**src/sv/ioapic_pkg.sv**
```systemverilog
// ----------------------------------------------------------------------------
// ioapic_pkg
// Shared types and constants for the I/O interrupt controller register block.
// ----------------------------------------------------------------------------
package ioapic_pkg;

    // transaction commands
    typedef enum logic [1:0] {
        CMD_WRITE = 2'd0,
        CMD_READ  = 2'd1,
        CMD_EDGE  = 2'd2,
        CMD_NONE  = 2'd3
    } cmd_t;

    // window offsets
    localparam logic SEL_INDEX  = 1'b0;
    localparam logic SEL_WINDOW = 1'b1;

    // register indexes
    localparam logic [7:0] ID_INDEX      = 8'h00;
    localparam logic [7:0] VERSION_INDEX = 8'h01;
    localparam logic [7:0] TABLE_BASE    = 8'h10;

    // field positions
    localparam int unsigned MASK_BIT_POS = 16;

    // reset value of the version number
    localparam logic [7:0] VERSION_RESET = 8'd32;

    // one result transaction
    typedef struct packed {
        logic [31:0] read_data;
        logic        irq_valid;
        logic [7:0]  irq_vector;
        logic [7:0]  irq_dest;
    } result_t;

endpackage

```
**src/sv/ioapic_ram.sv**
```systemverilog
// ----------------------------------------------------------------------------
// ioapic_ram
// One write port, one registered read port, write data forwarded on a
// same-address read.
// ----------------------------------------------------------------------------
module ioapic_ram #(
    parameter int DEPTH  = 24,
    parameter int WIDTH  = 8,
    parameter int ADDR_W = 5
) (
    input  logic              aclk,
    input  logic              we,
    input  logic [ADDR_W-1:0] waddr,
    input  logic [WIDTH-1:0]  wdata,
    input  logic              re,
    input  logic [ADDR_W-1:0] raddr,
    output logic [WIDTH-1:0]  rdata
);

    logic [WIDTH-1:0] mem [DEPTH];
    logic [WIDTH-1:0] rdata_reg;

    // write port
    always_ff @(posedge aclk) begin
        if (we) begin
            mem[waddr] <= wdata;
        end
    end

    // read port with write-through on address match
    always_ff @(posedge aclk) begin
        if (re) begin
            if (we && (waddr == raddr)) begin
                rdata_reg <= wdata;
            end else begin
                rdata_reg <= mem[raddr];
            end
        end
    end

    assign rdata = rdata_reg;

endmodule

```
**src/sv/ioapic_out_stage.sv**
```systemverilog
// ----------------------------------------------------------------------------
// ioapic_out_stage
// Result register holding one finished transaction until the sink takes it.
// ----------------------------------------------------------------------------
module ioapic_out_stage
    import ioapic_pkg::*;
(
    input  logic        aclk,
    input  logic        aresetn,
    input  logic        load,
    input  result_t     result,
    output logic        free,
    output logic        m_valid,
    input  logic        m_ready,
    output logic [31:0] m_read_data,
    output logic        m_irq_valid,
    output logic [7:0]  m_irq_vector,
    output logic [7:0]  m_irq_dest
);

    logic    valid_reg;
    result_t data_reg;

    // space for a new result when empty or being drained
    assign free = !valid_reg || m_ready;

    // valid flag
    always_ff @(posedge aclk) begin
        if (!aresetn) begin
            valid_reg <= 1'b0;
        end else if (load) begin
            valid_reg <= 1'b1;
        end else if (m_ready) begin
            valid_reg <= 1'b0;
        end
    end

    // payload
    always_ff @(posedge aclk) begin
        if (load) begin
            data_reg <= result;
        end
    end

    assign m_valid      = valid_reg;
    assign m_read_data  = data_reg.read_data;
    assign m_irq_valid  = data_reg.irq_valid;
    assign m_irq_vector = data_reg.irq_vector;
    assign m_irq_dest   = data_reg.irq_dest;

endmodule

```
**src/sv/io_apic_redirection_registers.sv**
```systemverilog
// ----------------------------------------------------------------------------
// io_apic_redirection_registers
// Indirect register window of an I/O interrupt controller with a per-pin
// redirection table and fixed-mode edge delivery.
// ----------------------------------------------------------------------------
// Stages: input register with entry memory read, then decode and result
// register. Throughput: one transaction per cycle while the sink is ready
// or the result register is empty; the entry memory read port and the
// result register each handle one transaction a cycle.
// Reset: synchronous active low; index, ID, pipeline valids and per-entry
// written flags cleared, every mask bit set, version number back to 32.
// ----------------------------------------------------------------------------
module io_apic_redirection_registers
    import ioapic_pkg::*;
#(
    parameter int NUM_PINS = 24
) (
    input  logic        aclk,
    input  logic        aresetn,
    // configuration
    input  logic        cfg_valid,
    output logic        cfg_ready,
    input  logic [7:0]  cfg_data,
    // input transactions
    input  logic        s_valid,
    output logic        s_ready,
    input  logic [1:0]  s_cmd,
    input  logic        s_window_select,
    input  logic [31:0] s_write_data,
    input  logic [4:0]  s_pin,
    // result transactions
    output logic        m_valid,
    input  logic        m_ready,
    output logic [31:0] m_read_data,
    output logic        m_irq_valid,
    output logic [7:0]  m_irq_vector,
    output logic [7:0]  m_irq_dest
);

    localparam int SLOT_W = (NUM_PINS > 1) ? $clog2(NUM_PINS) : 1;
    localparam logic [7:0] MAX_ENTRY = 8'(NUM_PINS - 1);

    // configuration register
    logic [7:0] version_reg;

    // architectural state
    logic [7:0]          index_reg;
    logic [3:0]          id_reg;
    logic [NUM_PINS-1:0] mask_reg;

    // entries whose vector or destination has been written since reset
    logic [NUM_PINS-1:0] vec_set_reg;
    logic [NUM_PINS-1:0] dest_set_reg;

    // input register
    logic        in_valid_reg;
    cmd_t        in_cmd_reg;
    logic        in_sel_reg;
    logic [31:0] in_wdata_reg;
    logic [4:0]  in_pin_reg;

    // handshake
    logic    advance;
    logic    out_free;
    logic    accept;
    result_t result;

    // memory ports
    logic              vec_we;
    logic              dest_we;
    logic [SLOT_W-1:0] waddr;
    logic [SLOT_W-1:0] raddr;
    logic [7:0]        vec_rdata;
    logic [7:0]        dest_rdata;

    // decode of the current index
    logic [7:0]        idx_diff;
    logic [6:0]        idx_slot;
    logic              idx_in_table;
    logic [SLOT_W-1:0] slot;

    // pin of the transaction in execution
    logic [6:0]        pin_slot;
    logic [SLOT_W-1:0] pin_idx;

    // decode of the read address at input time
    logic [7:0] eff_index;
    logic [7:0] eff_diff;
    logic [6:0] eff_slot;
    logic [6:0] rd_slot;

    // next-state values
    logic [7:0]          index_next;
    logic [3:0]          id_next;
    logic [NUM_PINS-1:0] mask_next;
    logic [NUM_PINS-1:0] vec_set_next;
    logic [NUM_PINS-1:0] dest_set_next;

    assign cfg_ready = 1'b1;

    always_ff @(posedge aclk) begin
        if (!aresetn) begin
            version_reg <= VERSION_RESET;
        end else if (cfg_valid) begin
            version_reg <= cfg_data;
        end
    end

    // pipeline control
    assign advance = in_valid_reg && out_free;
    assign s_ready = !in_valid_reg || advance;
    assign accept  = s_valid && s_ready;

    // input register
    always_ff @(posedge aclk) begin
        if (!aresetn) begin
            in_valid_reg <= 1'b0;
        end else if (s_ready) begin
            in_valid_reg <= s_valid;
        end
    end

    always_ff @(posedge aclk) begin
        if (accept) begin
            in_cmd_reg   <= cmd_t'(s_cmd);
            in_sel_reg   <= s_window_select;
            in_wdata_reg <= s_write_data;
            in_pin_reg   <= s_pin;
        end
    end

    // read address: index as left by the transaction ahead, or the pin
    always_comb begin
        if (in_valid_reg && (in_cmd_reg == CMD_WRITE) && (in_sel_reg == SEL_INDEX)) begin
            eff_index = in_wdata_reg[7:0];
        end else begin
            eff_index = index_reg;
        end
        eff_diff = eff_index - TABLE_BASE;
        eff_slot = eff_diff[7:1];
        if (cmd_t'(s_cmd) == CMD_EDGE) begin
            rd_slot = {2'b00, s_pin};
        end else begin
            rd_slot = eff_slot;
        end
        raddr = rd_slot[SLOT_W-1:0];
    end

    // decode of the index for the transaction in execution
    assign idx_diff     = index_reg - TABLE_BASE;
    assign idx_slot     = idx_diff[7:1];
    assign idx_in_table = (index_reg >= TABLE_BASE) && (32'(idx_slot) < NUM_PINS);
    assign slot         = idx_slot[SLOT_W-1:0];
    assign waddr        = slot;
    assign pin_slot     = {2'b00, in_pin_reg};
    assign pin_idx      = pin_slot[SLOT_W-1:0];

    // execute: state update and result
    always_comb begin
        index_next    = index_reg;
        id_next       = id_reg;
        mask_next     = mask_reg;
        vec_set_next  = vec_set_reg;
        dest_set_next = dest_set_reg;
        vec_we        = 1'b0;
        dest_we       = 1'b0;
        result        = '0;
        unique case (in_cmd_reg)
            CMD_WRITE: begin
                if (in_sel_reg == SEL_INDEX) begin
                    index_next = in_wdata_reg[7:0];
                end else if (index_reg == ID_INDEX) begin
                    id_next = in_wdata_reg[27:24];
                end else if (idx_in_table) begin
                    if (!idx_diff[0]) begin
                        mask_next[slot]    = in_wdata_reg[MASK_BIT_POS];
                        vec_set_next[slot] = 1'b1;
                        vec_we             = advance;
                    end else begin
                        dest_set_next[slot] = 1'b1;
                        dest_we             = advance;
                    end
                end
            end
            CMD_READ: begin
                if (in_sel_reg == SEL_INDEX) begin
                    result.read_data = {24'd0, index_reg};
                end else if (index_reg == ID_INDEX) begin
                    result.read_data = {4'd0, id_reg, 24'd0};
                end else if (index_reg == VERSION_INDEX) begin
                    result.read_data = {8'd0, MAX_ENTRY, 8'd0, version_reg};
                end else if (idx_in_table) begin
                    if (!idx_diff[0]) begin
                        result.read_data = {15'd0, mask_reg[slot], 8'd0,
                                            vec_set_reg[slot] ? vec_rdata : 8'd0};
                    end else begin
                        result.read_data = {dest_set_reg[slot] ? dest_rdata : 8'd0, 24'd0};
                    end
                end
            end
            CMD_EDGE: begin
                if ((32'(in_pin_reg) < NUM_PINS) && !mask_reg[pin_idx]) begin
                    result.irq_valid  = 1'b1;
                    result.irq_vector = vec_set_reg[pin_idx] ? vec_rdata : 8'd0;
                    result.irq_dest   = dest_set_reg[pin_idx] ? dest_rdata : 8'd0;
                end
            end
            default: begin
                result = '0;
            end
        endcase
    end

    // architectural state registers
    always_ff @(posedge aclk) begin
        if (!aresetn) begin
            index_reg    <= '0;
            id_reg       <= '0;
            mask_reg     <= '1;
            vec_set_reg  <= '0;
            dest_set_reg <= '0;
        end else if (advance) begin
            index_reg    <= index_next;
            id_reg       <= id_next;
            mask_reg     <= mask_next;
            vec_set_reg  <= vec_set_next;
            dest_set_reg <= dest_set_next;
        end
    end

    // redirection entry vectors
    ioapic_ram #(
        .DEPTH  (NUM_PINS),
        .WIDTH  (8),
        .ADDR_W (SLOT_W)
    ) u_vec_ram (
        .aclk  (aclk),
        .we    (vec_we),
        .waddr (waddr),
        .wdata (in_wdata_reg[7:0]),
        .re    (accept),
        .raddr (raddr),
        .rdata (vec_rdata)
    );

    // redirection entry destinations
    ioapic_ram #(
        .DEPTH  (NUM_PINS),
        .WIDTH  (8),
        .ADDR_W (SLOT_W)
    ) u_dest_ram (
        .aclk  (aclk),
        .we    (dest_we),
        .waddr (waddr),
        .wdata (in_wdata_reg[31:24]),
        .re    (accept),
        .raddr (raddr),
        .rdata (dest_rdata)
    );

    // result register
    ioapic_out_stage u_out_stage (
        .aclk         (aclk),
        .aresetn      (aresetn),
        .load         (advance),
        .result       (result),
        .free         (out_free),
        .m_valid      (m_valid),
        .m_ready      (m_ready),
        .m_read_data  (m_read_data),
        .m_irq_valid  (m_irq_valid),
        .m_irq_vector (m_irq_vector),
        .m_irq_dest   (m_irq_dest)
    );

endmodule
```
**config.mk**
```make
export PLATFORM = sky130hd
export DESIGN_NAME = io_apic_redirection_registers
export DESIGN_NICKNAME = d
export VERILOG_FILES = /design/src/sv/ioapic_pkg.sv /design/src/sv/ioapic_ram.sv /design/src/sv/ioapic_out_stage.sv /design/src/sv/io_apic_redirection_registers.sv
export SDC_FILE = /design/constraint.sdc
export NUM_CORES = 1
export LEC_CHECK = 0
export ABC_CLOCK_PERIOD_IN_PS = 3600
export BUFFER_PORTS_ARGS = -buffer_cell sky130_fd_sc_hd__buf_2
export CAP_MARGIN = 10
export CORE_ASPECT_RATIO = 1.4
export CORE_MARGIN = 4
export CORE_UTILIZATION = 55
export CTS_CLUSTER_SIZE = 14
export DETAILED_ROUTE_END_ITERATION = 12
export PLACE_DENSITY = 0.8
export SKIP_CTS_REPAIR_TIMING = 1
export SKIP_LAST_GASP = 1
export SYNTH_ARGS = -nofsm -noshare
export SYNTH_HDL_FRONTEND = slang
export SYNTH_SLANG_ARGS = --single-unit
```
**constraint.sdc**
```tcl
create_clock -name aclk -period 3.6 [get_ports aclk]
set_input_delay 0.54 -clock aclk [delete_from_list [all_inputs] [get_ports aclk]]
set_output_delay 0.54 -clock aclk [all_outputs]
set_load 0.05 [all_outputs]
```
==> results.sh, run 1 <==
export IMPL_status="completed"
export IMPL_dp_slack_ns=0.2377
export IMPL_finalSetupViolCount=0
export IMPL_start_kind="register"
export IMPL_min_period_ns=3.337
export IMPL_syn_mean_instance_area_um2=14.11
export IMPL_clkPwrFrac_pct=38.8
export IMPL_fin_tns_setup_ns=0
export IMPL_fin_crit_sh_pct=92.68
export IMPL_fp_dieW_um=180.3
export IMPL_synth_edf_count=460
export IMPL_pin_count=105
export IMPL_syn_to_final_growth_pct=14.06
export IMPL_grt_use_total_pct=25.17
export IMPL_finalHoldViolations=0
export IMPL_grt_pass1_wl_um=86880
export IMPL_wl_per_cell_um=24.61
export IMPL_switching_share_pct=22.19
export IMPL_worstSetupPathType="register to register"
export IMPL_most_common_layout_cells="edfxtp_1 (460), nand2_1 (253), buf_4 (126)"
export IMPL_core_um2=41180
export IMPL_syn_inst=1619
export IMPL_worstHoldStart="s_write_data[0]"
export IMPL_clk_pin_slew_ns=0.06
export IMPL_drive_gt1_share_pct=19.69
export IMPL_portBuffers=76
export IMPL_drtIter0Drc=1511
export IMPL_cts_root_buf="clkbuf_16"
export IMPL_peakVddDrop_v=0.0004529
export IMPL_cp_max_fo=47
export IMPL_synth_async_reset_ratio_pct=0
export IMPL_tightestPinTransition_ns=1.038
export IMPL_clock_latency_ns=0.58
export IMPL_drt_pass1_iterations=8
export IMPL_critical_path_arrival_ns=3.70
export IMPL_r2r_cells=10
export IMPL_vias=14660
export IMPL_start_util_pct=55.48
export IMPL_drc=0
export IMPL_internal_power_mw=10.08
export IMPL_placementRows=88
export IMPL_grt_overflow_total=0
export IMPL_clockBufferDepth=3
export IMPL_cts_tree="built"
export IMPL_gp_congestion=0.9359
export IMPL_grt_pass1_vias=14613
export IMPL_p_switching_mw=2.875
export IMPL_final_util_pct=63.28
export IMPL_fin_ws_ns=0.2635
export IMPL_diodes=0
export IMPL_p_seq_share_pct=54.9
export IMPL_crit_required_ns=3.96
export IMPL_finalNetCount=1839
export IMPL_synth_area_um2=22850
export IMPL_die_area_um2=44910
export IMPL_p_comb_share_pct=6.3
export IMPL_p_leak_nw=9.161
export IMPL_yosys_warnings=0
export IMPL_grt_setup_unrepaired="false"
export IMPL_ys_seq_area_share_pct=68.70
export IMPL_worstReg2RegStart="in_sel_reg"
export IMPL_final_antenna_net_count=0
export IMPL_slew_violations=0
export IMPL_numCtsBuffers=49
export IMPL_synth_seq_cells=554
export IMPL_antenna_found_initial=0
export IMPL_hold_depth=1
export IMPL_synthFlopType="edfxtp_1"
export IMPL_min_to="in_wdata_reg[0]"
export IMPL_hold_class="input port to register"
export IMPL_max_freq_mhz=299.7
export IMPL_ys_types=67
export IMPL_drt_total_wl_um=57910
export IMPL_crit_path_end_kind="register"
export IMPL_crit_start="in_sel_reg"
export IMPL_clock_sinks=554
export IMPL_drv_cap=0
export IMPL_h_tree_depth=2
export IMPL_power_density_nw_per_um2=497.2
export IMPL_dp_hpwl_um=38750
export IMPL_reg2reg_slack_ns=0.26
export IMPL_timing_rr_end="u_dest_ram.rdata[2]"
export IMPL_fp_dieH_um=249.2
export IMPL_reg_top3="u_dest_ram.mem (192), u_vec_ram.mem (192)"
export IMPL_grt_max_degree=59
export IMPL_via_per_inst=6.230
export IMPL_relSlewSlack_pct=30.79
export IMPL_final_common_cell="edfxtp_1"
export IMPL_skew_ns=0.03129
==> area by class of cell <==
type,count,area [um2]
Tap cell,540,675.6
Sequential cell,554,15700
Timing Repair Buffer,213,1546
Fill cell,2918,15120
Multi-Input combinational cell,955,6595
Clock inverter,13,137.6
Inverter,8,30.03
Clock buffer,70,1378
==> critical path, stage by stage (launching register included) <==
cell and delay, ns:
edfxtp_1 0.39, or4b_4 0.62, or3_4 0.40, nand3_4 0.18, buf_12 0.17, buf_12 0.25, buf_4 0.30, a21oi_1 0.10
nand2_1 0.07, nand4_1 0.18, a31oi_1 0.39
==> Yosys cell counts (3+ instances only) <==
cell	n	share of area, %
a22o_1	16	0.61
mux2_2	20	0.99
a21boi_0	8	0.26
o41ai_1	3	0.12
nor3_1	44	0.96
buf_1	8	0.13
nor2b_1	18	0.49
nand4_1	16	0.44
a31oi_1	27	0.74
o21a_1	49	1.6
buf_6	9	0.44
mux2i_1	93	4.1
ha_1	5	0.27
edfxtp_1	460	60
nor4b_1	3	0.12
clkbuf_1	50	0.82
nor2_1	59	0.97
and3_1	9	0.25
a21o_1	16	0.53
o41a_1	7	0.35
or4_1	13	0.43
a211oi_1	4	0.13
o21ai_0	4	0.088
nand2_1	253	4.2
a32o_1	18	0.79
nor4_1	6	0.16
or3b_2	3	0.12
mux4_2	41	4.0
buf_4	21	0.69
nand2b_1	10	0.27
inv_1	8	0.13
a32oi_1	15	0.58
dfxtp_1	94	8.2
and2_1	23	0.63
a22oi_1	6	0.20
buf_2	23	0.50
o22ai_1	13	0.36
nand3b_1	3	0.099
a21oi_1	58	1.3
nand3_1	44	0.96
a221oi_1	3	0.12
==> power by group through the flow <==
stage	clock (mW)	sequential [mW]	combinational, mW
detailed placement	0	7.25	0.802
floorplan	0	7.25	0.475
finish	5.02	7.11	0.816
global route	5.33	7.12	0.864
global placement	0	7.25	0.783
CTS	5.08	7.11	0.809
==> metal layers <==
metal | global-route usage [%] | wire [um]
met5 | 0 | 0
met1 | 28.48 | 19370
met4 | 15.37 | 4314
met2 | 44.91 | 30060
met3 | 3.579 | 4163
==> worst max path at each step <==
stage	end	slack, ns	depth (start not counted)
2_1_floorplan	mask_reg[1]	0.09	9
3_3_place_gp	u_dest_ram.rdata[3]	0.31	8
3_5_place_dp	u_vec_ram.rdata[6]	0.24	11
4_1_cts	u_dest_ram.rdata[3]	0.31	8
5_1_grt	u_dest_ram.rdata[2]	0.21	10
6_report	u_dest_ram.rdata[2]	0.26	10
==> cells by family after synthesis <==
| family | count (synthesis) | synth area share [%] |
|---|---|---|
| xor gates and xnor gates | 4 | 0.1534 |
| adders and majority gates | 5 | 0.2738 |
| buffers and inverters | 121 | 2.766 |
| muxes | 154 | 9.102 |
| DFF | 554 | 68.70 |
| and+or+nand+nor | 518 | 10.63 |
| AOI/OAI and AO/OA | 261 | 8.346 |
| other | 2 | 0.03287 |
==> through the flow <==
stage | std cells | hold WS [ns] | cell area [um2] | total power, mW
2_1_floorplan | 1630 | 0.4420 | 22890 | 7.722
6_report | 2353 | 0.1269 | 26060 | 12.96
3_5_place_dp | 2270 | 0.4701 | 24540 | 8.052
4_1_cts | 2353 | 0.1096 | 26060 | 13.00
3_3_place_gp | 2270 | 0.4590 | 24540 | 8.028
5_1_grt | 2353 | 0.1146 | 26060 | 13.32
Power figures use the tool's default switching activity.
==> run 2, diff against run 1 <==
- CORE_MARGIN: 4 -> 3
- CORE_UTILIZATION: 55 -> 57
- CTS_BUF_LIST: default -> sky130_fd_sc_hd__clkbuf_2 sky130_fd_sc_hd__clkbuf_4 sky130_fd_sc_hd__clkbuf_8
- PLACE_DENSITY: 0.8 -> 0.83
==> run 2 against run 1 <==
Compared with the run above: core utilization rose by 2.2 points; clock power fell by 4.0%; register-to-register slack barely moved; via count rose by 0.72%; critical path type unchanged; critical endpoint is now u_vec_ram.rdata[5]; largest cell class unchanged; largest power group unchanged.
==> results.sh, run 2 (synthesis results as in run 1) <==
export IMPL_via_per_inst=6.199
export IMPL_p_switching_mw=2.942
export IMPL_drt_total_wl_um=57430
export IMPL_hold_class="input port to register"
export IMPL_worstHoldStart="s_write_data[6]"
export IMPL_max_freq_mhz=299.1
export IMPL_power_density_nw_per_um2=492.2
export IMPL_drive_gt1_share_pct=21.64
export IMPL_crit_start="in_sel_reg"
export IMPL_grt_pass1_vias=15075
export IMPL_pin_count=105
export IMPL_min_period_ns=3.344
export IMPL_p_comb_share_pct=6.2
export IMPL_p_seq_share_pct=56.0
export IMPL_fin_crit_sh_pct=92.88
export IMPL_placementRows=86
export IMPL_clock_sinks=554
export IMPL_start_util_pct=57.85
export IMPL_final_common_cell="edfxtp_1"
export IMPL_tightestPinTransition_ns=1.032
export IMPL_grt_setup_unrepaired="false"
export IMPL_holdWs_ns=0.07857
export IMPL_finalSetupViolCount=0
export IMPL_switching_share_pct=23.11
export IMPL_finalNetCount=1855
export IMPL_relSlewSlack_pct=31.21
export IMPL_drc=0
export IMPL_grt_overflow_total=0
export IMPL_finalPower_mw=12.73
export IMPL_clock_latency_ns=0.64
export IMPL_slew_violations=0
export IMPL_antenna_found_initial=1
export IMPL_crit_required_ns=4.10
export IMPL_fill_cells=2655
export IMPL_die_area_um2=42550
export IMPL_skew_ns=0.03452
export IMPL_peakVddDrop_v=0.0002998
export IMPL_core_um2=39490
export IMPL_status="completed"
export IMPL_fp_dieH_um=242.9
export IMPL_clockBufferDepth=3
export IMPL_drtIter0Drc=1571
export IMPL_grt_use_total_pct=26.94
export IMPL_cts_tree="built"
export IMPL_cp_max_fo=34
export IMPL_syn_to_final_growth_pct=13.21
export IMPL_placedCellCount=2244
export IMPL_drv_cap=0
export IMPL_portBuffers=76
export IMPL_p_leak_nw=9.132
export IMPL_critical_path_arrival_ns=3.84
export IMPL_grt_max_degree=63
export IMPL_cts_root_buf="clkbuf_8"
export IMPL_drt_pass1_iterations=6
export IMPL_wl_per_cell_um=24.11
export IMPL_worstReg2RegStart="in_sel_reg"
export IMPL_grt_pass1_wl_um=86550
export IMPL_crit_path_end_kind="register"
export IMPL_h_tree_depth=3
export IMPL_fp_dieW_um=175.2
export IMPL_dp_hpwl_um=38410
export IMPL_start_kind="register"
export IMPL_gp_congestion=0.9262
export IMPL_final_antenna_net_count=0
export IMPL_numCtsBuffers=79
export IMPL_clkPwrFrac_pct=37.9
export IMPL_worstSetupPathType="register to register"
export IMPL_internal_power_mw=9.790
export IMPL_clk_pin_slew_ns=0.06
export IMPL_fin_cells=2382
export IMPL_fin_tns_setup_ns=0
export IMPL_reg_top3="u_dest_ram.mem (192), u_vec_ram.mem (192)"
export IMPL_vias=14766
export IMPL_most_common_layout_cells="edfxtp_1 (460), nand2_1 (253), buf_4 (118)"
export IMPL_final_util_pct=65.50
export IMPL_finalHoldViolations=0
==> run 2: path summary, 6_finish.rpt <==
kind,end,slack (ns),cells after the start
min,in_wdata_reg[6],0.08,1
min reg2reg,dest_set_reg[6],0.48,1
max,u_vec_ram.rdata[5],0.26,10
max reg2reg,u_vec_ram.rdata[5],0.26,10
==> run 2: per-layer routing <==
metal	global-route usage, %	up-vias	share of wire (%)
met5	0	-	0
met2	47.14	815	52
met3	4.460	196	7.6
met4	17.43	0	6.8
met1	30.33	7250	33
li1	-	6505	-
==> run 2: cell type report <==
class | instances | area, um2 | area share (%)
Antenna cell | 1 | 2.502 | 0.009675
Multi-Input combinational cell | 955 | 6595 | 25.50
Timing Repair Buffer | 199 | 1366 | 5.283
Inverter | 8 | 30.03 | 0.1161
Clock inverter | 36 | 249.0 | 0.9627
Tap cell | 528 | 660.6 | 2.554
Clock buffer | 101 | 1265 | 4.891
Sequential cell | 554 | 15700 | 60.69
==> run 2: worst max-delay path, stage by stage, from the launching register on <==
cell      delay [ns]
edfxtp_1        0.38
or4b_4          0.67
or3_4           0.41
nand3_4         0.12
buf_12          0.24
nor2_2          0.06
buf_4           0.21
a32o_1          0.26
or4_1           0.54
a31oi_1         0.15
buf_4           0.16
==> run 2: per-stage QoR <==
stage	setup slack [ns]	cell area [um2]
6_report	0.2563	25860
5_1_grt	0.2053	25860
4_1_cts	0.2696	25860
3_5_place_dp	0.1810	24350
3_3_place_gp	0.2422	24350
2_1_floorplan	0.08884	22890
==> run 2: power groups by stage <==
| stage | sequential, mW | combinational (mW) | clock, mW |
|---|---|---|---|
| final | 7.12 | 0.786 | 4.82 |
| after global routing | 7.13 | 0.832 | 5.17 |
| after CTS | 7.12 | 0.777 | 4.87 |
| after detailed placement | 7.26 | 0.773 | 0 |
| after global placement | 7.25 | 0.749 | 0 |
| after floorplan | 7.25 | 0.475 | 0 |
